<file path="src/rtl/wsfd_pkg.sv">
// ----------------------------------------------------------------------------
// wsfd_pkg
// Shared types, codes and helpers for the WebSocket frame deframer.
// ----------------------------------------------------------------------------
package wsfd_pkg;

    // Field widths
    localparam int BYTE_W   = 8;
    localparam int KIND_W   = 2;
    localparam int ERR_W    = 3;
    localparam int OPC_W    = 4;
    localparam int LEN_W    = 63;
    localparam int HLEN_W   = 4;
    localparam int KEY_W    = 32;
    localparam int TDATA_W  = 120;   // 116 field bits padded to whole bytes

    // Result kinds
    localparam logic [KIND_W-1:0] KIND_HEADER  = 2'd0;
    localparam logic [KIND_W-1:0] KIND_PAYLOAD = 2'd1;
    localparam logic [KIND_W-1:0] KIND_ERROR   = 2'd2;

    // Error codes
    localparam logic [ERR_W-1:0] ERR_NONE      = 3'd0;
    localparam logic [ERR_W-1:0] ERR_RSV       = 3'd1;
    localparam logic [ERR_W-1:0] ERR_OPCODE    = 3'd2;
    localparam logic [ERR_W-1:0] ERR_FRAG_CTRL = 3'd3;
    localparam logic [ERR_W-1:0] ERR_NONCANON  = 3'd4;
    localparam logic [ERR_W-1:0] ERR_LEN_MSB   = 3'd5;
    localparam logic [ERR_W-1:0] ERR_CTRL_BIG  = 3'd6;

    // Opcodes
    localparam logic [OPC_W-1:0] OPC_CLOSE = 4'h8;
    localparam logic [OPC_W-1:0] OPC_PING  = 4'h9;
    localparam logic [OPC_W-1:0] OPC_PONG  = 4'hA;
    localparam logic [OPC_W-1:0] OPC_BINARY = 4'h2;

    // Length limits
    localparam logic [LEN_W-1:0] CTRL_MAX_LEN  = 63'd125;
    localparam logic [LEN_W-1:0] SHORT_MAX_LEN = 63'd125;

    // One result item
    typedef struct packed {
        logic [KIND_W-1:0] kind;
        logic [ERR_W-1:0]  err;
        logic              fin;
        logic [OPC_W-1:0]  opcode;
        logic              masked;
        logic [LEN_W-1:0]  len;
        logic [HLEN_W-1:0] hlen;
        logic [KEY_W-1:0]  key;
        logic [BYTE_W-1:0] payload;
        logic              last;
    } result_t;

    function automatic logic is_control(input logic [OPC_W-1:0] op);
        return (op == OPC_CLOSE) || (op == OPC_PING) || (op == OPC_PONG);
    endfunction

    function automatic logic is_valid_op(input logic [OPC_W-1:0] op);
        return (op <= OPC_BINARY) || is_control(op);
    endfunction

endpackage

</file>
<file path="src/rtl/wsfd_in_reg.sv">
// ----------------------------------------------------------------------------
// wsfd_in_reg
// Input register: captures one stream byte and holds it until the parser
// takes it.
// ----------------------------------------------------------------------------
module wsfd_in_reg (
    input  logic                       aclk,
    input  logic                       aresetn,
    input  logic                       s_tvalid,
    output logic                       s_tready,
    input  logic [wsfd_pkg::BYTE_W-1:0] s_tdata,
    output logic                       byte_valid,
    output logic [wsfd_pkg::BYTE_W-1:0] byte_data,
    input  logic                       byte_take
);
    import wsfd_pkg::*;

    logic              valid_reg;
    logic              valid_next;
    logic [BYTE_W-1:0] data_reg;

    // Free when empty or when the held byte leaves this cycle
    assign s_tready   = !valid_reg || byte_take;
    assign valid_next = s_tready ? s_tvalid : valid_reg;

    always_ff @(posedge aclk) begin
        if (!aresetn) begin
            valid_reg <= 1'b0;
        end else begin
            valid_reg <= valid_next;
        end
    end

    // Payload load on transfer
    always_ff @(posedge aclk) begin
        if (s_tvalid && s_tready) begin
            data_reg <= s_tdata;
        end
    end

    assign byte_valid = valid_reg;
    assign byte_data  = data_reg;

endmodule

</file>
<file path="src/rtl/wsfd_parser.sv">
// ----------------------------------------------------------------------------
// wsfd_parser
// Frame parse state and the single-pass decode of one byte: header fields,
// extended length, masking key, payload unmasking and error checks.
// ----------------------------------------------------------------------------
module wsfd_parser (
    input  logic                        aclk,
    input  logic                        aresetn,
    input  logic                        byte_fire,
    input  logic [wsfd_pkg::BYTE_W-1:0] byte_data,
    output logic                        res_valid,
    output wsfd_pkg::result_t           res
);
    import wsfd_pkg::*;

    // Parse phases
    localparam logic [2:0] PH_HDR0    = 3'd0;
    localparam logic [2:0] PH_HDR1    = 3'd1;
    localparam logic [2:0] PH_EXT16   = 3'd2;
    localparam logic [2:0] PH_EXT64   = 3'd3;
    localparam logic [2:0] PH_KEY     = 3'd4;
    localparam logic [2:0] PH_PAYLOAD = 3'd5;

    logic [2:0]       phase_reg, phase_next;
    logic [2:0]       ext_cnt_reg, ext_cnt_next;
    logic             fin_reg, fin_next;
    logic [OPC_W-1:0] opc_reg, opc_next;
    logic             masked_reg, masked_next;
    logic [LEN_W-1:0] acc_reg, acc_next;
    logic [KEY_W-1:0] key_reg, key_next;
    logic [1:0]       key_cnt_reg, key_cnt_next;
    logic [LEN_W-1:0] remain_reg, remain_next;
    logic [1:0]       key_pos_reg, key_pos_next;

    logic             err_hit;
    logic [ERR_W-1:0] err_code;
    logic             len_done;
    logic             do_header;
    logic [LEN_W-1:0] len_val;
    logic             short_len;
    logic [BYTE_W-1:0] key_byte;

    always_comb begin
        phase_next   = phase_reg;
        ext_cnt_next = ext_cnt_reg;
        fin_next     = fin_reg;
        opc_next     = opc_reg;
        masked_next  = masked_reg;
        acc_next     = acc_reg;
        key_next     = key_reg;
        key_cnt_next = key_cnt_reg;
        remain_next  = remain_reg;
        key_pos_next = key_pos_reg;
        err_hit      = 1'b0;
        err_code     = ERR_NONE;
        len_done     = 1'b0;
        do_header    = 1'b0;
        len_val      = acc_reg;
        short_len    = 1'b0;
        key_byte     = '0;
        res_valid    = 1'b0;
        res          = '0;

        // Per-phase decode of the accepted byte
        if (byte_fire) begin
            unique case (phase_reg)
                PH_HDR1: begin
                    masked_next = byte_data[7];
                    acc_next    = '0;
                    if (byte_data[6:0] <= 7'd125) begin
                        acc_next = {{(LEN_W-7){1'b0}}, byte_data[6:0]};
                        len_val  = acc_next;
                        len_done = 1'b1;
                    end else if (byte_data[6:0] == 7'd126) begin
                        ext_cnt_next = 3'd1;
                        phase_next   = PH_EXT16;
                    end else begin
                        ext_cnt_next = 3'd7;
                        phase_next   = PH_EXT64;
                    end
                end
                PH_EXT16: begin
                    acc_next = {{(LEN_W-16){1'b0}}, acc_reg[7:0], byte_data};
                    len_val  = acc_next;
                    if (ext_cnt_reg != 3'd0) begin
                        ext_cnt_next = ext_cnt_reg - 3'd1;
                    end else if (acc_next < 63'd126) begin
                        err_hit  = 1'b1;
                        err_code = ERR_NONCANON;
                    end else begin
                        len_done = 1'b1;
                    end
                end
                PH_EXT64: begin
                    if (ext_cnt_reg == 3'd7 && byte_data[7]) begin
                        err_hit  = 1'b1;
                        err_code = ERR_LEN_MSB;
                    end else begin
                        acc_next = {acc_reg[LEN_W-9:0], byte_data};
                        len_val  = acc_next;
                        if (ext_cnt_reg != 3'd0) begin
                            ext_cnt_next = ext_cnt_reg - 3'd1;
                        end else if (acc_next[LEN_W-1:16] == '0) begin
                            err_hit  = 1'b1;
                            err_code = ERR_NONCANON;
                        end else begin
                            len_done = 1'b1;
                        end
                    end
                end
                PH_KEY: begin
                    key_next = {key_reg[KEY_W-9:0], byte_data};
                    if (key_cnt_reg != 2'd3) begin
                        key_cnt_next = key_cnt_reg + 2'd1;
                    end else begin
                        key_cnt_next = 2'd0;
                        do_header    = 1'b1;
                    end
                end
                PH_PAYLOAD: begin
                    // Key byte by position, first key byte in the top bits
                    unique case (key_pos_reg)
                        2'd0:    key_byte = key_reg[31:24];
                        2'd1:    key_byte = key_reg[23:16];
                        2'd2:    key_byte = key_reg[15:8];
                        default: key_byte = key_reg[7:0];
                    endcase
                    key_pos_next = key_pos_reg + 2'd1;
                    if (remain_reg != '0) begin
                        remain_next = remain_reg - 63'd1;
                    end
                    res_valid   = 1'b1;
                    res.kind    = KIND_PAYLOAD;
                    res.payload = byte_data ^ key_byte;
                    if (remain_next == '0) begin
                        res.last   = 1'b1;
                        phase_next = PH_HDR0;
                    end
                end
                default: begin
                    // First header byte
                    fin_next = byte_data[7];
                    opc_next = byte_data[3:0];
                    if (byte_data[6:4] != 3'd0) begin
                        err_hit  = 1'b1;
                        err_code = ERR_RSV;
                    end else if (!is_valid_op(byte_data[3:0])) begin
                        err_hit  = 1'b1;
                        err_code = ERR_OPCODE;
                    end else if (is_control(byte_data[3:0]) && !byte_data[7]) begin
                        err_hit  = 1'b1;
                        err_code = ERR_FRAG_CTRL;
                    end else begin
                        phase_next = PH_HDR1;
                    end
                end
            endcase
        end

        // Length known: control size check, then key or header
        if (len_done) begin
            if (is_control(opc_reg) && len_val > CTRL_MAX_LEN) begin
                err_hit  = 1'b1;
                err_code = ERR_CTRL_BIG;
            end else if (masked_next) begin
                key_next     = '0;
                key_cnt_next = 2'd0;
                phase_next   = PH_KEY;
            end else begin
                key_next  = '0;
                do_header = 1'b1;
            end
        end

        // Header result
        if (do_header) begin
            short_len    = (len_val <= SHORT_MAX_LEN);
            res_valid    = 1'b1;
            res.kind     = KIND_HEADER;
            res.fin      = fin_reg;
            res.opcode   = opc_reg;
            res.masked   = masked_next;
            res.len      = len_val;
            res.hlen     = (short_len ? 4'd2 : (len_val[LEN_W-1:16] == '0) ? 4'd4 : 4'd10)
                           + (masked_next ? 4'd4 : 4'd0);
            res.key      = key_next;
            res.last     = (len_val == '0);
            remain_next  = len_val;
            key_pos_next = 2'd0;
            phase_next   = (len_val == '0) ? PH_HDR0 : PH_PAYLOAD;
        end

        // Error result, resync to a new header
        if (err_hit) begin
            res_valid  = 1'b1;
            res        = '0;
            res.kind   = KIND_ERROR;
            res.err    = err_code;
            phase_next = PH_HDR0;
        end
    end

    always_ff @(posedge aclk) begin
        if (!aresetn) begin
            phase_reg   <= PH_HDR0;
            ext_cnt_reg <= 3'd0;
            fin_reg     <= 1'b0;
            opc_reg     <= '0;
            masked_reg  <= 1'b0;
            acc_reg     <= '0;
            key_reg     <= '0;
            key_cnt_reg <= 2'd0;
            remain_reg  <= '0;
            key_pos_reg <= 2'd0;
        end else begin
            phase_reg   <= phase_next;
            ext_cnt_reg <= ext_cnt_next;
            fin_reg     <= fin_next;
            opc_reg     <= opc_next;
            masked_reg  <= masked_next;
            acc_reg     <= acc_next;
            key_reg     <= key_next;
            key_cnt_reg <= key_cnt_next;
            remain_reg  <= remain_next;
            key_pos_reg <= key_pos_next;
        end
    end

endmodule

</file>
<file path="src/rtl/wsfd_out_skid.sv">
// ----------------------------------------------------------------------------
// wsfd_out_skid
// Result register with a skid entry; the ready toward the parser comes
// from a register, so out_ready has no combinational path to the input side.
// ----------------------------------------------------------------------------
module wsfd_out_skid (
    input  logic              aclk,
    input  logic              aresetn,
    input  logic              push,
    input  wsfd_pkg::result_t push_res,
    output logic              push_ready,
    output logic              out_valid,
    input  logic              out_ready,
    output wsfd_pkg::result_t out_res
);
    import wsfd_pkg::*;

    logic    main_valid_reg, main_valid_next;
    logic    spare_valid_reg, spare_valid_next;
    result_t main_reg;
    result_t spare_reg;
    logic    pop;
    logic    load_main;
    logic    load_spare;
    logic    shift_spare;

    assign push_ready = !spare_valid_reg;
    assign pop        = main_valid_reg && out_ready;

    // Occupancy control
    always_comb begin
        main_valid_next  = main_valid_reg;
        spare_valid_next = spare_valid_reg;
        load_main        = 1'b0;
        load_spare       = 1'b0;
        shift_spare      = 1'b0;
        if (spare_valid_reg) begin
            if (pop) begin
                shift_spare      = 1'b1;
                spare_valid_next = 1'b0;
            end
        end else if (push) begin
            if (!main_valid_reg || pop) begin
                load_main       = 1'b1;
                main_valid_next = 1'b1;
            end else begin
                load_spare       = 1'b1;
                spare_valid_next = 1'b1;
            end
        end else if (pop) begin
            main_valid_next = 1'b0;
        end
    end

    always_ff @(posedge aclk) begin
        if (!aresetn) begin
            main_valid_reg  <= 1'b0;
            spare_valid_reg <= 1'b0;
        end else begin
            main_valid_reg  <= main_valid_next;
            spare_valid_reg <= spare_valid_next;
        end
    end

    // Payload registers
    always_ff @(posedge aclk) begin
        if (shift_spare) begin
            main_reg <= spare_reg;
        end else if (load_main) begin
            main_reg <= push_res;
        end
        if (load_spare) begin
            spare_reg <= push_res;
        end
    end

    assign out_valid = main_valid_reg;
    assign out_res   = main_reg;

endmodule

</file>
<file path="src/rtl/websocket_frame_deframer_unit.sv">
// ----------------------------------------------------------------------------
// websocket_frame_deframer_unit
// WebSocket (RFC 6455) frame parser: header decode, payload unmasking and
// protocol error reporting on a byte stream.
// ----------------------------------------------------------------------------
// Takes one stream byte per transfer and sustains one byte per clock while
// the master side accepts results. Each byte passes through an input
// register, a combinational decode against the parse state, and a result
// register with a skid entry, from which its result is valid on the master
// side; only master-side back-pressure holds results back, and once the skid
// entry is full the input side stalls. Header bytes that
// do not complete a header give no result; the byte that completes one gives
// a header result (tuser 0), each payload byte gives its unmasked value
// (tuser 1), and a protocol error gives an error result (tuser 2), after
// which the next byte is taken as the start of a new header. tlast marks the
// last payload byte of a frame, or the header of an empty frame.
module websocket_frame_deframer_unit (
    input  logic                          aclk,
    input  logic                          aresetn,
    // Input stream
    input  logic                          s_tvalid,
    output logic                          s_tready,
    input  logic [wsfd_pkg::BYTE_W-1:0]   s_tdata,   // [7:0] data_byte
    // Result stream
    output logic                          m_tvalid,
    input  logic                          m_tready,
    // [2:0] error_code, [3] final_flag, [7:4] frame_opcode, [8] mask_present,
    // [71:9] payload_length, [75:72] header_length, [107:76] mask_word,
    // [115:108] payload_out, [119:116] zero
    output logic [wsfd_pkg::TDATA_W-1:0]  m_tdata,
    output logic [wsfd_pkg::KIND_W-1:0]   m_tuser,   // [1:0] result_kind
    output logic                          m_tlast    // last_of_frame
);
    import wsfd_pkg::*;

    logic              byte_valid;
    logic [BYTE_W-1:0] byte_data;
    logic              byte_fire;
    logic              res_valid;
    result_t           res;
    logic              push_ready;
    result_t           out_res;

    assign byte_fire = byte_valid && push_ready;

    // Input register
    wsfd_in_reg u_in_reg (
        .aclk       (aclk),
        .aresetn    (aresetn),
        .s_tvalid   (s_tvalid),
        .s_tready   (s_tready),
        .s_tdata    (s_tdata),
        .byte_valid (byte_valid),
        .byte_data  (byte_data),
        .byte_take  (byte_fire)
    );

    // Decode
    wsfd_parser u_parser (
        .aclk      (aclk),
        .aresetn   (aresetn),
        .byte_fire (byte_fire),
        .byte_data (byte_data),
        .res_valid (res_valid),
        .res       (res)
    );

    // Result register
    wsfd_out_skid u_out (
        .aclk       (aclk),
        .aresetn    (aresetn),
        .push       (res_valid),
        .push_res   (res),
        .push_ready (push_ready),
        .out_valid  (m_tvalid),
        .out_ready  (m_tready),
        .out_res    (out_res)
    );

    // Result packing
    assign m_tdata = {4'd0, out_res.payload, out_res.key, out_res.hlen, out_res.len,
                      out_res.masked, out_res.opcode, out_res.fin, out_res.err};
    assign m_tuser = out_res.kind;
    assign m_tlast = out_res.last;

endmodule
</file>
<file path="config.mk">
export PLATFORM = sky130hd
export DESIGN_NAME = websocket_frame_deframer_unit
export DESIGN_NICKNAME = d
export VERILOG_FILES = /design/src/rtl/wsfd_pkg.sv /design/src/rtl/wsfd_in_reg.sv /design/src/rtl/wsfd_parser.sv /design/src/rtl/wsfd_out_skid.sv /design/src/rtl/websocket_frame_deframer_unit.sv
export SDC_FILE = /design/constraint.sdc
export NUM_CORES = 1
export LEC_CHECK = 0
export BUFFER_PORTS_ARGS = -buffer_cell sky130_fd_sc_hd__clkbuf_2
export CAP_MARGIN = 15
export CORE_MARGIN = 2
export CORE_UTILIZATION = 45
export CTS_CLUSTER_DIAMETER = 60
export DETAILED_ROUTE_END_ITERATION = 10
export PLACE_DENSITY = 0.74
export SETUP_SLACK_MARGIN = 0.05
export SLEW_MARGIN = 10
export SYNTH_ARGS = -nofsm -noshare
export SYNTH_HDL_FRONTEND = slang
export SYNTH_HIERARCHICAL = 1
export SYNTH_SLANG_ARGS = --single-unit
</file>
<file path="constraint.sdc">
create_clock -name aclk -period 9.4 [get_ports aclk]
set_clock_uncertainty 0.15 [all_clocks]
set_input_delay 1.41 -clock aclk [delete_from_list [all_inputs] [get_ports aclk]]
set_output_delay 1.41 -clock aclk [all_outputs]
set_load 0.03 [all_outputs]
</file>
# Yosys cells after proc, flatten, opt, wreduce, memory -nomap -nowiden
# Index checks and enable logic that the tools add are counted.
# totals
word_cells,222
regBits,423
out_inout_bits,125
# classes
n_bitwise,4
reduce_logical,41
order_cmp,5
addsub,5
n_eq_ne,19
mux,114
# ops
cell,count
two-way mux 63 bit,9
one-hot mux 63 bit (3 select lines),2
two-way mux 119 bit,3
two-way mux 32 bit,4
logical NOT 63 bit,2
two-way mux 105 bit,1
logical NOT 47 bit,2
two-way mux 3 bit,26
> comparator 63 x 7 -> 1 bit (second input constant),1
less-or-equal comparator 63 x 7 -> 1 bit (second input constant),1
nonzero test 63 bit,1
subtractor 63 x 1 -> 63 bit (second input constant),1
two-way mux 1 bit,47
one-hot mux 3 bit (3 select lines),3
equality test 4 bit (second input constant),6
one-hot mux 8 bit (3 select lines),1
two-way mux 2 bit,9
two-way mux 9 bit,2
less-than comparator 16 x 7 -> 1 bit (second input constant),1
two-way mux 8 bit,2
equality test 3 bit (second input constant),3
nonzero test 3 bit,3
two-way mux 4 bit,2
AND reduction 2 bit,4
26 further kinds,52

# Depth between registers and ports, before layout
# Gate-level depths: netlist (run 1).
# logic_depth
ltp_word,16
ltp_mapped,14
mapped_depth_nobuf,12

# Modules after synthesis
# Netlist (run 1), hierarchy kept.
# modules_own_cells
module,seq_area_each_um2,n_inst,cells_each,area_per_inst_um2
wsfd_parser,3483.3,1,1594,11182.0
wsfd_out_skid,7186.9,1,386,9207.6
wsfd_in_reg,260.2,1,13,297.8
websocket_frame_deframer_unit,0.0,1,6,40.0

# Least setup slack after synthesis (run 1)
# Ideal clock, no wire load.
# synth_path
kind,reg-to-reg
start,register u_parser.ext_cnt_reg[0]
end,"register u_out.main_reg (netlist bit u_out/out_res[0]), enable pin"
stages_incl_launch_ff,14
period_less_slack_ns,9.142
required_ns,8.614
setup_slack_ns,0.258
n_path_buf,2
setup_time_ns,0.636
t_arrival_ns,8.356
path_cell_list,dfxtp_1 -> ha_1 -> and3_1 -> a211oi_1 -> a21boi_0 -> o2bb2a_1 -> nand4_1 -> a21o_1 -> a211oi_2 -> buf_2 -> buf_2 -> nand2_1 -> nand2_1 -> a21oi_1
# synth_between
elab_chain_len,14
# synth_rtl
item,line,rtl
from (decl),wsfd_parser.sv:25,"logic [2:0] ext_cnt_reg, ext_cnt_next;"
from (signal assigned),wsfd_parser.sv:217,ext_cnt_reg <= ext_cnt_next;
equality test 3 bit,wsfd_parser.sv:95,if (ext_cnt_reg == 3'd7 && byte_data[7]) begin
logical AND 1 bit,wsfd_parser.sv:95,
two-way mux 63 bit,wsfd_parser.sv:95,
one-hot mux 63 bit (3 select lines),wsfd_parser.sv:66,unique case (phase_reg)
two-way mux 63 bit,wsfd_parser.sv:65,if (byte_fire) begin
> comparator 63 x 7 -> 1 bit,wsfd_parser.sv:162,if (is_control(opc_reg) && len_val > CTRL_MAX_LEN) begin
logical AND 1 bit,wsfd_parser.sv:162,
two-way mux 1 bit,wsfd_parser.sv:162,
two-way mux 1 bit,wsfd_parser.sv:161,if (len_done) begin
two-way mux 1 bit,wsfd_parser.sv:176,if (do_header) begin
two-way mux 1 bit (*),wsfd_parser.sv:194,if (err_hit) begin
named net res_valid,websocket_frame_deframer_unit.sv:39,logic res_valid;
two-way mux 1 bit (*),wsfd_out_skid.sv:42,end else if (push) begin
two-way mux 1 bit (*),wsfd_out_skid.sv:37,if (spare_valid_reg) begin
nonzero test 2 bit (no source line) (*),n/a,
to (signal assigned),wsfd_out_skid.sv:68,main_reg <= spare_reg;
to (signal assigned),wsfd_out_skid.sv:70,main_reg <= push_res;
to (decl),wsfd_out_skid.sv:20,result_t main_reg;
# The timed path passes the listed nets; every way through them passes the cells marked *.
# A chain may end at the register's enable or synchronous reset.

# Final worst setup path (run 1)
# layout_path
start,register u_out.spare_valid_reg
end,"register u_out/spare_reg[8] (netlist name), enable pin"
# layout_between
elab_chain_len,11
# layout_rtl
item,line,rtl
from (decl),wsfd_out_skid.sv:19,"logic spare_valid_reg, spare_valid_next;"
from (signal assigned),wsfd_out_skid.sv:61,spare_valid_reg <= spare_valid_next;
logical NOT 1 bit (*),wsfd_out_skid.sv:27,assign push_ready = !spare_valid_reg;
named net push_ready,websocket_frame_deframer_unit.sv:41,logic push_ready;
logical AND 1 bit (*),websocket_frame_deframer_unit.sv:44,assign byte_fire = byte_valid && push_ready;
named net byte_fire,websocket_frame_deframer_unit.sv:38,logic byte_fire;
two-way mux 63 bit,wsfd_parser.sv:65,
> comparator 63 x 7 -> 1 bit,wsfd_parser.sv:162,
logical AND 1 bit,wsfd_parser.sv:162,
two-way mux 1 bit,wsfd_parser.sv:162,
two-way mux 1 bit,wsfd_parser.sv:161,
two-way mux 1 bit,wsfd_parser.sv:176,
two-way mux 1 bit (*),wsfd_parser.sv:194,
named net res_valid,websocket_frame_deframer_unit.sv:39,
two-way mux 1 bit (*),wsfd_out_skid.sv:42,
two-way mux 1 bit (*),wsfd_out_skid.sv:37,
named net u_out.load_spare,wsfd_out_skid.sv:24,logic load_spare;
to (signal assigned),wsfd_out_skid.sv:73,spare_reg <= push_res;
to (decl),wsfd_out_skid.sv:21,result_t spare_reg;
# Marks and branches as above.

==> reports/metrics.cfg, run 1 <==
[timing]
tns_ns=0
finalCriticalPeriod_ns=5.99
fin_crit_sh=0.637
hold_viol_final=0
setup_viol=0
slew_viol_final=0
slew_headroom=0.189
max_freq_ghz=0.167
rsz0062_at_grt=false
tightest_slew_ns=1.22

[layout]
drive_gt1_frac=0.179
fin_area_mm2=0.0232
syn_to_final_growth_pct=11.7
fill_cells=4045
seq_area_mm2=0.0109
final_nets=2087
insertedDiodeCount=0
multi_input_area_mm2=0.00898
final_common_cell=nand2_1
final_cell_mix=nand2_1 (326), edfxtp_1 (246), a21oi_1 (193)

[setup_path]
critical_path_required_ns=9.47
crit_family=compound AO/OA/AOI/OAI gates
max_stage_delay_ns=0.81
worstPathArrival_ns=6.06
start_kind=register
worstRegToRegCells=14
r2r-start=u_out/spare_valid_reg$_SDFF_PN0_
reg2reg_to=u_out/spare_reg[8]$_DFFE_PP_
cp_slowest_cell=and3_4
end_kind=register
path_buf_inv=5
cp_common_cell=buf_4
path_cells=inv_1, and2_1, inv_1, a211oi_1, nand2_1, buf_4, o21a_1, a211oi_1, a21o_1, a211oi_4, buf_4, nand2_1, and3_4, buf_4
worstSetupPathType=register to register
r2r_slack_ns=3.41
crit_path_max_fanout=70

[drt]
drtIter0Drc=1655
remaining_drc_errors=0
first_pass_iters=6
viasPerCell=5.93
drt-total-wl_um=57800
avgRoutedWirePerCell_um=21.4
drtAntennaViolNets=0
num_vias=16000

[clock_tree]
cts_buffer_depth=3
cts_setup_buffers=0
cts_resized=0
cts-root-buf=clkbuf_16
clk_latency_ns=0.60
hold_buffers=0
cts_tree=built
clk_pin_slew_worst_paths_ns=0.06
htreeDepth=2
cts_buffers=47
cts.sinks=423

[synthesis]
synth_cells=1999
yosysSeqAreaShare=0.527
synth_ff_type=edfxtp_1
yosysUniqueCellTypes=88
synth.avg_cell_area_um2=10.4
syn_area_mm2=0.0207
async_flop_share=0
yosysWarnings=6
ys_ff_latch=423
synth_edf_count=246

[floorplanning]
core_area_mm2=0.0454
start_util=0.457
rows=78
pin_count=137
die_h_um=219
die_w_um=219
die_area_mm2=0.0478

[grt]
grt_max_degree=101
antenna_found_initial=0
grt_pass1_vias=15400
grt_pass1_wl_um=88400
grt-ovfl-total=0
grt.total_usage=0.238

[hold_path]
hold_end=u_parser/key_reg[28]$_SDFF_PN0_
hold_class=register to register
holdPathStages=2
worstHoldStart=u_parser/key_reg[28]$_SDFF_PN0_

[placed_design]
hpwlAfterDp_um=40600
postPlaceCellArea_mm2=0.0216
port-buffer-count=132
gp_congestion=0.995

[power_and_ir_drop]
leakage_nw=9.08
power_per_cell_area_mw_per_mm2=173
ir_drop_mv=0.131

[run]
maxCapViolCount=0

[run_status]
status=finished, final reports clean

## cells in the mapped netlist (5+ instances only)
library cell	count	area share
clkbuf_1	95	0.017
o21a_1	26	0.0094
nand4b_1	5	0.0021
o22ai_1	11	0.0033
and4_1	8	0.0034
edfxtp_1	246	0.36
or3_1	19	0.0057
nor2b_1	7	0.0021
and4b_1	5	0.0024
buf_1	5	0.00091
a31oi_1	14	0.0042
or2_2	9	0.0027
xnor2_1	25	0.011
a222oi_1	8	0.0039
or4_1	20	0.0072
o211ai_1	8	0.0029
ha_1	11	0.0066
o31a_1	31	0.013
nor2_1	128	0.023
nor3b_1	9	0.0033
dfxtp_1	177	0.17
and2_1	18	0.0054
mux2_4	100	0.072
a21boi_0	18	0.0065
buf_4	7	0.0025
and3_1	40	0.012
a21oi_1	194	0.047
nor4_1	48	0.014
buf_12	10	0.0097
inv_1	32	0.0058
nor3_1	59	0.014
a2bb2oi_1	9	0.0038
buf_2	14	0.0034
o21ai_0	54	0.013
nand2_1	327	0.059
nand4_1	25	0.0075
a21o_1	5	0.0018
a211oi_1	6	0.0022
nand3_1	34	0.0082
mux2_2	18	0.0098
xor2_1	10	0.0042
mux2i_1	9	0.0043
## stage by stage
| stage | hold WS, ns | cells | setup slack, ns | util | total power (W) |
|---|---|---|---|---|---|
| after floorplan | 0.286 | 2002 | 0.258 | - | 0.00218 |
| after detailed placement | 0.300 | 2614 | 3.43 | 0.476 | 0.00223 |
| final | 0.312 | 2702 | 3.41 | 0.510 | 0.00400 |
| after global placement | 0.292 | 2613 | 3.26 | 0.475 | 0.00223 |
| after global routing | 0.324 | 2702 | 3.01 | 0.510 | 0.00413 |
| after CTS | 0.308 | 2701 | 3.38 | 0.510 | 0.00404 |
## logic make-up (layout without fill, tap and decap cells)
family                     Yosys count  in the layout  synth area share
xor gates and xnor gates            35             35            0.0148
buffers and inverters              171            271            0.0425
other                                2              5          0.000362
muxes                              128            128            0.0871
adders and majority gates           11             11           0.00664
DFF                                423            423             0.527
AOI/OAI and AO/OA                  437            437             0.134
and+or+nand+nor                    792            792             0.188
## per-layer routing
layer / global-route usage / up-vias / wire, um
met3: 0.0379 / 139 / 3740
met2: 0.396 / 695 / 27700
li1: - / 7481 / -
met5: 0 / - / 0
met1: 0.297 / 7716 / 23300
met4: 0.129 / 0 / 3070
## final cells by class
cell class | instances | area share
Clock buffer | 67 | 0.0585
Clock inverter | 20 | 0.00773
Inverter | 34 | 0.00551
Multi-Input combinational cell | 1408 | 0.388
Sequential cell | 423 | 0.472
Tap cell | 600 | 0.0324
Timing Repair Buffer | 150 | 0.0361
## tightest hold or removal path: cells and delay by family (launching register included)
family	cells	cell delay (ns)
simple gates	1	0.05
flops	1	0.31
compound gates	1	0.05
## worst max path at each step
| stage | start | depth (start not counted) | to | slack, ns |
|---|---|---|---|---|
| after detailed placement | u_out/spare_valid_reg$_SDFF_PN0_ | 14 | u_out/spare_reg[15]$_DFFE_PP_ | 3.43 |
| after global placement | u_out/spare_valid_reg$_SDFF_PN0_ | 15 | u_out/out_res[12]$_DFFE_PP_ | 3.26 |
| after global routing | u_out/spare_valid_reg$_SDFF_PN0_ | 14 | u_out/spare_reg[21]$_DFFE_PP_ | 3.01 |
| after CTS | u_out/spare_valid_reg$_SDFF_PN0_ | 14 | u_out/spare_reg[10]$_DFFE_PP_ | 3.38 |
| final | u_out/spare_valid_reg$_SDFF_PN0_ | 14 | u_out/spare_reg[8]$_DFFE_PP_ | 3.41 |
| after floorplan | u_parser/ext_cnt_reg[0]$_SDFFE_PN0P_ | 13 | u_out/out_res[0]$_DFFE_PP_ | 0.26 |
## where the power goes
group,switching [W],total [W],internal (W)
sequential,0.0000216,0.00202,0.00200
combinational,0.000135,0.000174,0.0000383
clock,0.000760,0.00180,0.00104
(Power assumes the default switching activity.)
==> run 2, diff against run 1 <==
ABC_AREA = 1   (was not set)
PLACE_DENSITY = 0.73   (was 0.74)
clock period = 5.1 ns   (was 9.4 ns; I/O delays follow)
==> run 2 against run 1 <==
Clock power grew 83%. Combinational power up 99%. Sequential share of layout area down 4.3 points. Count of clock-buffer cells in the layout fell by 9. Synthesized cell count grew 48%. Cell count rose by 41%. Via count is 23% higher. Register-to-register slack got worse by 3.0 ns. Cell area is 10% higher. Sequential power rose by 84%. Total power increased by 84%.
==> reports/metrics.cfg, run 2 <==
[run_status]
status=finished, final reports clean

[synthesis]
yosysWarnings=6  ; unchanged
synth.avg_cell_area_um2=7.55  ; -27%
synth_most_common_cell=nand2_1
yosysSeqAreaShare=0.488  ; -0.0393
synthTopCellsByArea=edfxtp_1 (33%), dfxtp_1 (16%), nand2_1 (14%), nor2_1 (8.9%), inv_1 (7.3%)
yosysUniqueCellTypes=43  ; -51%
synth_common_cells=nand2_1 (816), nor2_1 (534), inv_1 (433)
synth_top_area_frac=0.330  ; -0.0266
ys_ff_latch=423  ; unchanged
yosysTopAreaCell=edfxtp_1
synth_edf_count=246  ; unchanged
syn_area_mm2=0.0224  ; +8.1%
synth_ff_type=edfxtp_1
synth_cells=2967  ; +48%
async_flop_share=0  ; unchanged

[setup_path]
critical_path_required_ns=5.39  ; -4.08 ns
end_kind=register
worstPathArrival_ns=4.94  ; -1.12 ns
start_kind=register
r2r_slack_ns=0.44  ; -2.97 ns
crit_path_max_fanout=66  ; -5.7%
worstSetupPathType=register to register
worstRegToRegCells=27  ; +13
r2r-start=u_out/spare_valid_reg$_SDFF_PN0_
reg2reg_to=u_out/out_res[77]$_DFFE_PP_

[clock_tree]
cts_tree=built
cts.sinks=423  ; unchanged
clk_pin_slew_worst_paths_ns=0.06  ; about the same
clk_latency_ns=0.60  ; about the same
cts_buffer_depth=3  ; unchanged
cts_buffers=46  ; -2.1%
cts-root-buf=clkbuf_16
htreeDepth=2  ; unchanged

[timing]
finalCriticalPeriod_ns=4.66  ; -1.33 ns
tightest_slew_ns=1.07  ; -0.143 ns
fin_crit_sh=0.913  ; +0.276
whs_ns=0.190  ; -0.122 ns
max_freq_ghz=0.215  ; +29%
hold_viol_final=0  ; unchanged
setup_viol=0  ; unchanged
slew_headroom=0.277  ; +0.0879
slew_viol_final=0  ; unchanged
rsz0062_at_grt=false

[layout]
fill_cells=4653  ; +15%
drive_gt1_frac=0.141  ; -0.0386
insertedDiodeCount=0  ; unchanged
final_nets=3127  ; +50%
final_cell_mix=nand2_1 (800), nor2_1 (533), inv_1 (430)
final_core_util=0.519  ; +0.00887
multi_input_area_mm2=0.00916  ; +2.0%
syn_to_final_growth_pct=13.7
seq_area_mm2=0.0109  ; about the same
final_common_cell=nand2_1

[placed_design]
hpwlAfterDp_um=48700  ; +20%
port-buffer-count=132  ; unchanged
gp_congestion=1.01  ; +1.5%

[floorplanning]
pin_count=137  ; unchanged
die_h_um=227  ; +3.9%
die_w_um=227  ; +3.9%
start_util=0.457  ; about the same
core_area_mm2=0.0491  ; +8.1%
die_area_mm2=0.0516  ; +7.9%
rows=81  ; +3.8%

[hold_path]
hold_class=primary input to register
worstHoldStart=s_tdata[1]
holdPathStages=1  ; -1
hold_end=u_in_reg/byte_data[1]$_DFFE_PP_

[drt]
drtAntennaViolNets=0  ; unchanged
drt-total-wl_um=65700  ; +14%
avgRoutedWirePerCell_um=17.3  ; -19%
remaining_drc_errors=0  ; unchanged
drtIter0Drc=2134  ; +29%
viasPerCell=5.19  ; -13%
first_pass_iters=6  ; unchanged
num_vias=19700  ; +23%

[power_and_ir_drop]
switching_share=0.236  ; +0.00677
power_per_cell_area_mw_per_mm2=288  ; +67%
switchingPower_w=0.00174  ; +89%
comb_power_share=0.047  ; +0.004
power.total_w=0.00734  ; +84%
leakage_nw=12.4  ; +36%
power_frac_seq=0.505  ; about the same
clkPwrFrac=0.448  ; -0.004
p_int_w=0.00561  ; +82%
ir_drop_mv=0.323  ; +150%

[grt]
grt-ovfl-total=0  ; unchanged
grt_pass1_vias=18000  ; +16%
antenna_found_initial=0  ; unchanged
grt_max_degree=69  ; -32%
grt_pass1_wl_um=101000  ; +14%
grt.total_usage=0.254  ; +0.0154

[run]
maxCapViolCount=0  ; unchanged

[run 2: power groups by stage]
stage / Clock [W] / Combinational, W / Sequential, W
CTS: 0.00334 / 0.000347 / 0.00371
detailed placement: 0 / 0.000346 / 0.00378
global placement: 0 / 0.000346 / 0.00378
finish: 0.00329 / 0.000347 / 0.00371
global route: 0.00346 / 0.000371 / 0.00372
floorplan: 0 / 0.000109 / 0.00390
[run 2: worst max-delay path: stages, from the launching register on]
cell,delay (ns)
dfxtp_2,0.34
inv_2,0.09
nand2_1,0.06
inv_2,0.16
inv_6,0.06
nor2_4,0.13
nand2_4,0.11
inv_4,0.08
nand2_4,0.26
buf_4,0.32
nand2_1,0.07
nand2_1,0.05
inv_1,0.06
nand2_1,0.06
nor2_1,0.08
nand2_1,0.06
nor2_1,0.12
nand3_1,0.12
nor2_2,0.23
nand2_1,0.14
nand2_4,0.11
nand3_4,0.08
nand2_4,0.12
buf_6,0.41
o21ai_0,0.55
inv_1,0.22
nand2_1,0.09
o21ai_2,0.07
[run 2: area by class of cell]
cell class	instances	share of cell area
repair buffers	210	0.0530
inverters	451	0.0671
multi-input cells	1972	0.360
well taps	664	0.0326
clock inverters	27	0.00992
flip-flops and latches	423	0.429
clock buffers	58	0.0485
[run 2: per-layer routing]
metal,vias to the layer above,GRT usage,share of wire
met5,-,0,0
met4,0,0.0820,0.028
met3,107,0.0452,0.089
met2,832,0.392,0.44
met1,9166,0.361,0.44
li1,9644,-,-
[run 2: stage by stage]
step / setup TNS (ns) / std cells / worst slack, ns / instance area [um2]
floorplan: -12.40 / 2970 / -0.104 / 22500
global placement: 0 / 3719 / 0.470 / 24000
detailed placement: 0 / 3719 / 0.424 / 24000
CTS: 0 / 3804 / 0.384 / 25500
global route: 0 / 3805 / 0.187 / 25500
finish: 0 / 3805 / 0.443 / 25500
[run 2: cell families after synthesis]
group,Yosys count,synth area share
AOI/OAI and AO/OA,345,0.101
adders and majority gates,11,0.00615
xor gates and xnor gates,28,0.0109
other,2,0.000335
buffers and inverters,576,0.109
and+or+nand+nor,1582,0.285
DFF,423,0.488
[run 2: repair_timing]
| item | CTS | global route |
|---|---|---|
| endpoints found under the setup margin | 0 | 66 |
| gates resized for setup | 0 | 3 |
| hold endpoints to repair | 0 | 0 |
| setup buffers | 0 | 0 |
| hold buffers | 0 | 0 |
[run 2: worst max path at each step]
stage | from | to | slack, ns
2_1_floorplan | u_out/spare_valid_reg$_SDFF_PN0_ | u_out/out_res[0]$_DFFE_PP_ | -0.10
3_3_place_gp | u_out/spare_valid_reg$_SDFF_PN0_ | u_out/out_res[77]$_DFFE_PP_ | 0.47
3_5_place_dp | u_out/spare_valid_reg$_SDFF_PN0_ | u_out/out_res[81]$_DFFE_PP_ | 0.42
4_1_cts | u_out/spare_valid_reg$_SDFF_PN0_ | u_out/out_res[81]$_DFFE_PP_ | 0.38
5_1_grt | u_out/spare_valid_reg$_SDFF_PN0_ | u_out/out_res[77]$_DFFE_PP_ | 0.19
6_report | u_out/spare_valid_reg$_SDFF_PN0_ | u_out/out_res[77]$_DFFE_PP_ | 0.44
==> run 3, diff against run 2 <==
MAX_ROUTING_LAYER = met4   (was not set)
==> run 3 against run 2 <==
Cell area hardly changed. Largest power group unchanged. Register-to-register slack worse by 0.15 ns. Worst setup slack worse by 0.15 ns. Cell count increased by 0.24%. Global-route usage up 1.3 points. Hold slack gained 0.012 ns. Total power down 1.9%. Critical path depth did not move. Maximum frequency fell by 3.0%. Sequential power is essentially flat.
==> reports/metrics.cfg, run 3 (synthesis results as in run 2) <==
[grt]
grt_pass1_wl_um=102000  ; +1.0%
grt_max_degree=88  ; +28%
grt-ovfl-total=0  ; unchanged
grt_pass1_vias=17900  ; -0.28%
grt.total_usage=0.266  ; +0.0126
antenna_found_initial=0  ; unchanged

[floorplanning]
start_util=0.457  ; unchanged
die_w_um=227  ; unchanged
core_area_mm2=0.0491  ; unchanged
pin_count=137  ; unchanged
die_h_um=227  ; unchanged
rows=81  ; unchanged
die_area_mm2=0.0516  ; unchanged

[clock_tree]
clk_pin_slew_worst_paths_ns=0.06  ; about the same
hold_buffers=0  ; unchanged
cts_buffers=46  ; unchanged
htreeDepth=2  ; unchanged
cts_resized=0  ; unchanged
clk_latency_ns=0.59  ; about the same
cts_setup_buffers=0  ; unchanged
cts.sinks=423  ; unchanged
cts_buffer_depth=3  ; unchanged
cts_tree=built
cts-root-buf=clkbuf_16

[drt]
avgRoutedWirePerCell_um=17.4  ; +0.68%
drtAntennaViolNets=0  ; unchanged
drt-total-wl_um=66300  ; +0.92%
first_pass_iters=6  ; unchanged
viasPerCell=5.15  ; -0.78%
drtIter0Drc=1868  ; -12%
remaining_drc_errors=0  ; unchanged
num_vias=19600  ; -0.54%

[setup_path]
cp_common_cell=nand2_1
start_kind=register
r2r_slack_ns=0.30  ; -0.15 ns
end_kind=register
critical_path_required_ns=5.39  ; about the same
worstSetupPathType=register to register
crit_path_max_fanout=66  ; unchanged
worstPathArrival_ns=5.09  ; +0.15 ns
max_stage_delay_ns=0.61  ; +0.06 ns
startpoint=u_out/spare_valid_reg$_SDFF_PN0_
cp_slowest_cell=o21ai_0
r2r-start=u_out/spare_valid_reg$_SDFF_PN0_

[power_and_ir_drop]
leakage_nw=12.4  ; +0.17%
ir_drop_mv=0.214  ; -34%
power_per_cell_area_mw_per_mm2=283  ; -2.0%

[placed_design]
gp_congestion=0.993  ; -1.7%
hpwlAfterDp_um=49300  ; +1.3%
port-buffer-count=132  ; unchanged

[layout]
final_common_cell=nand2_1
final_cell_mix=nand2_1 (800), nor2_1 (533), inv_1 (430)
final_nets=3135  ; +0.26%
insertedDiodeCount=0  ; unchanged
syn_to_final_growth_pct=13.8  ; about the same
final_core_util=0.519  ; about the same
fill_cells=4730  ; +1.7%
drive_gt1_frac=0.142  ; +0.00150

[timing]
finalCriticalPeriod_ns=4.80  ; +0.146 ns
hold_viol_final=0  ; unchanged
slew_viol_final=0  ; unchanged
tightest_slew_ns=1.10  ; +0.0230 ns
slew_headroom=0.261  ; -0.0155
fin_crit_sh=0.942  ; +0.0287
rsz0062_at_grt=true
setup_viol=0  ; unchanged
tns_ns=0  ; unchanged
max_freq_ghz=0.208  ; -3.0%

[hold_path]
worstHoldStart=s_tdata[6]
hold_class=primary input to register

[run]
maxCapViolCount=0  ; unchanged

[run_status]
status=finished, final reports clean

## run 3: changes by cell type in the layout (fill, tap and decap cells not counted), moves of 2 or more
cell / previous run / this run
clkbuf_8: 4 / 2
clkinv_2: 8 / 11
bufinv_16: 2 / 0
clkinv_1: 8 / 13
clkbuf_1: 8 / 6
buf_4: 69 / 77
## run 3: worst max-delay path: cells and delay by family, from the launching register on
kind,cells,cell delay [ns]
compound gates,2,0.67
buf+inv,8,1.53
simple gates,17,1.88
flops,1,0.34
## run 3: area by class of cell
type | instances | area [um2] | share of cell area
Multi-Input combinational cell | 1972 | 9160 | 0.359
Clock inverter | 31 | 204 | 0.00801
Inverter | 451 | 1710 | 0.0670
Sequential cell | 423 | 10900 | 0.429
Timing Repair Buffer | 218 | 1420 | 0.0557
Clock buffer | 55 | 1230 | 0.0481
Tap cell | 664 | 831 | 0.0326
## run 3: metrics by stage
stage | setup slack, ns | hold WS, ns | cell area (um2) | power [W] | std cells
after floorplan | -0.104 | 0.303 | 22500 | 0.00401 | 2970
after CTS | 0.342 | 0.174 | 25500 | 0.00726 | 3813
after global placement | 0.445 | 0.329 | 24000 | 0.00413 | 3727
final | 0.297 | 0.202 | 25500 | 0.00720 | 3814
after detailed placement | 0.362 | 0.328 | 24000 | 0.00413 | 3727
after global routing | 0.0234 | 0.181 | 25500 | 0.00742 | 3814
## run 3: per-layer routing
| metal | vias to the layer above | GRT usage | part of all wire |
|---|---|---|---|
| met5 | - | - | 0 |
| met4 | 0 | 0.0782 | 0.029 |
| met3 | 126 | 0.0576 | 0.089 |
| met2 | 787 | 0.395 | 0.44 |
| met1 | 9040 | 0.365 | 0.45 |
| li1 | 9689 | - | - |
## run 3: path summary, 6_finish.rpt
kind / depth (start not counted) / end
min reg2reg: 2 / u_parser/acc_reg[39]$_SDFFE_PN0P_
max: 27 / u_out/out_res[81]$_DFFE_PP_
min: 1 / u_in_reg/byte_data[6]$_DFFE_PP_
max reg2reg: 27 / u_out/out_res[81]$_DFFE_PP_
## run 3: report_power, final
part           internal (W)  switching [W]
sequential          0.00368      0.0000301
clock               0.00173        0.00141
combinational     0.0000812       0.000267
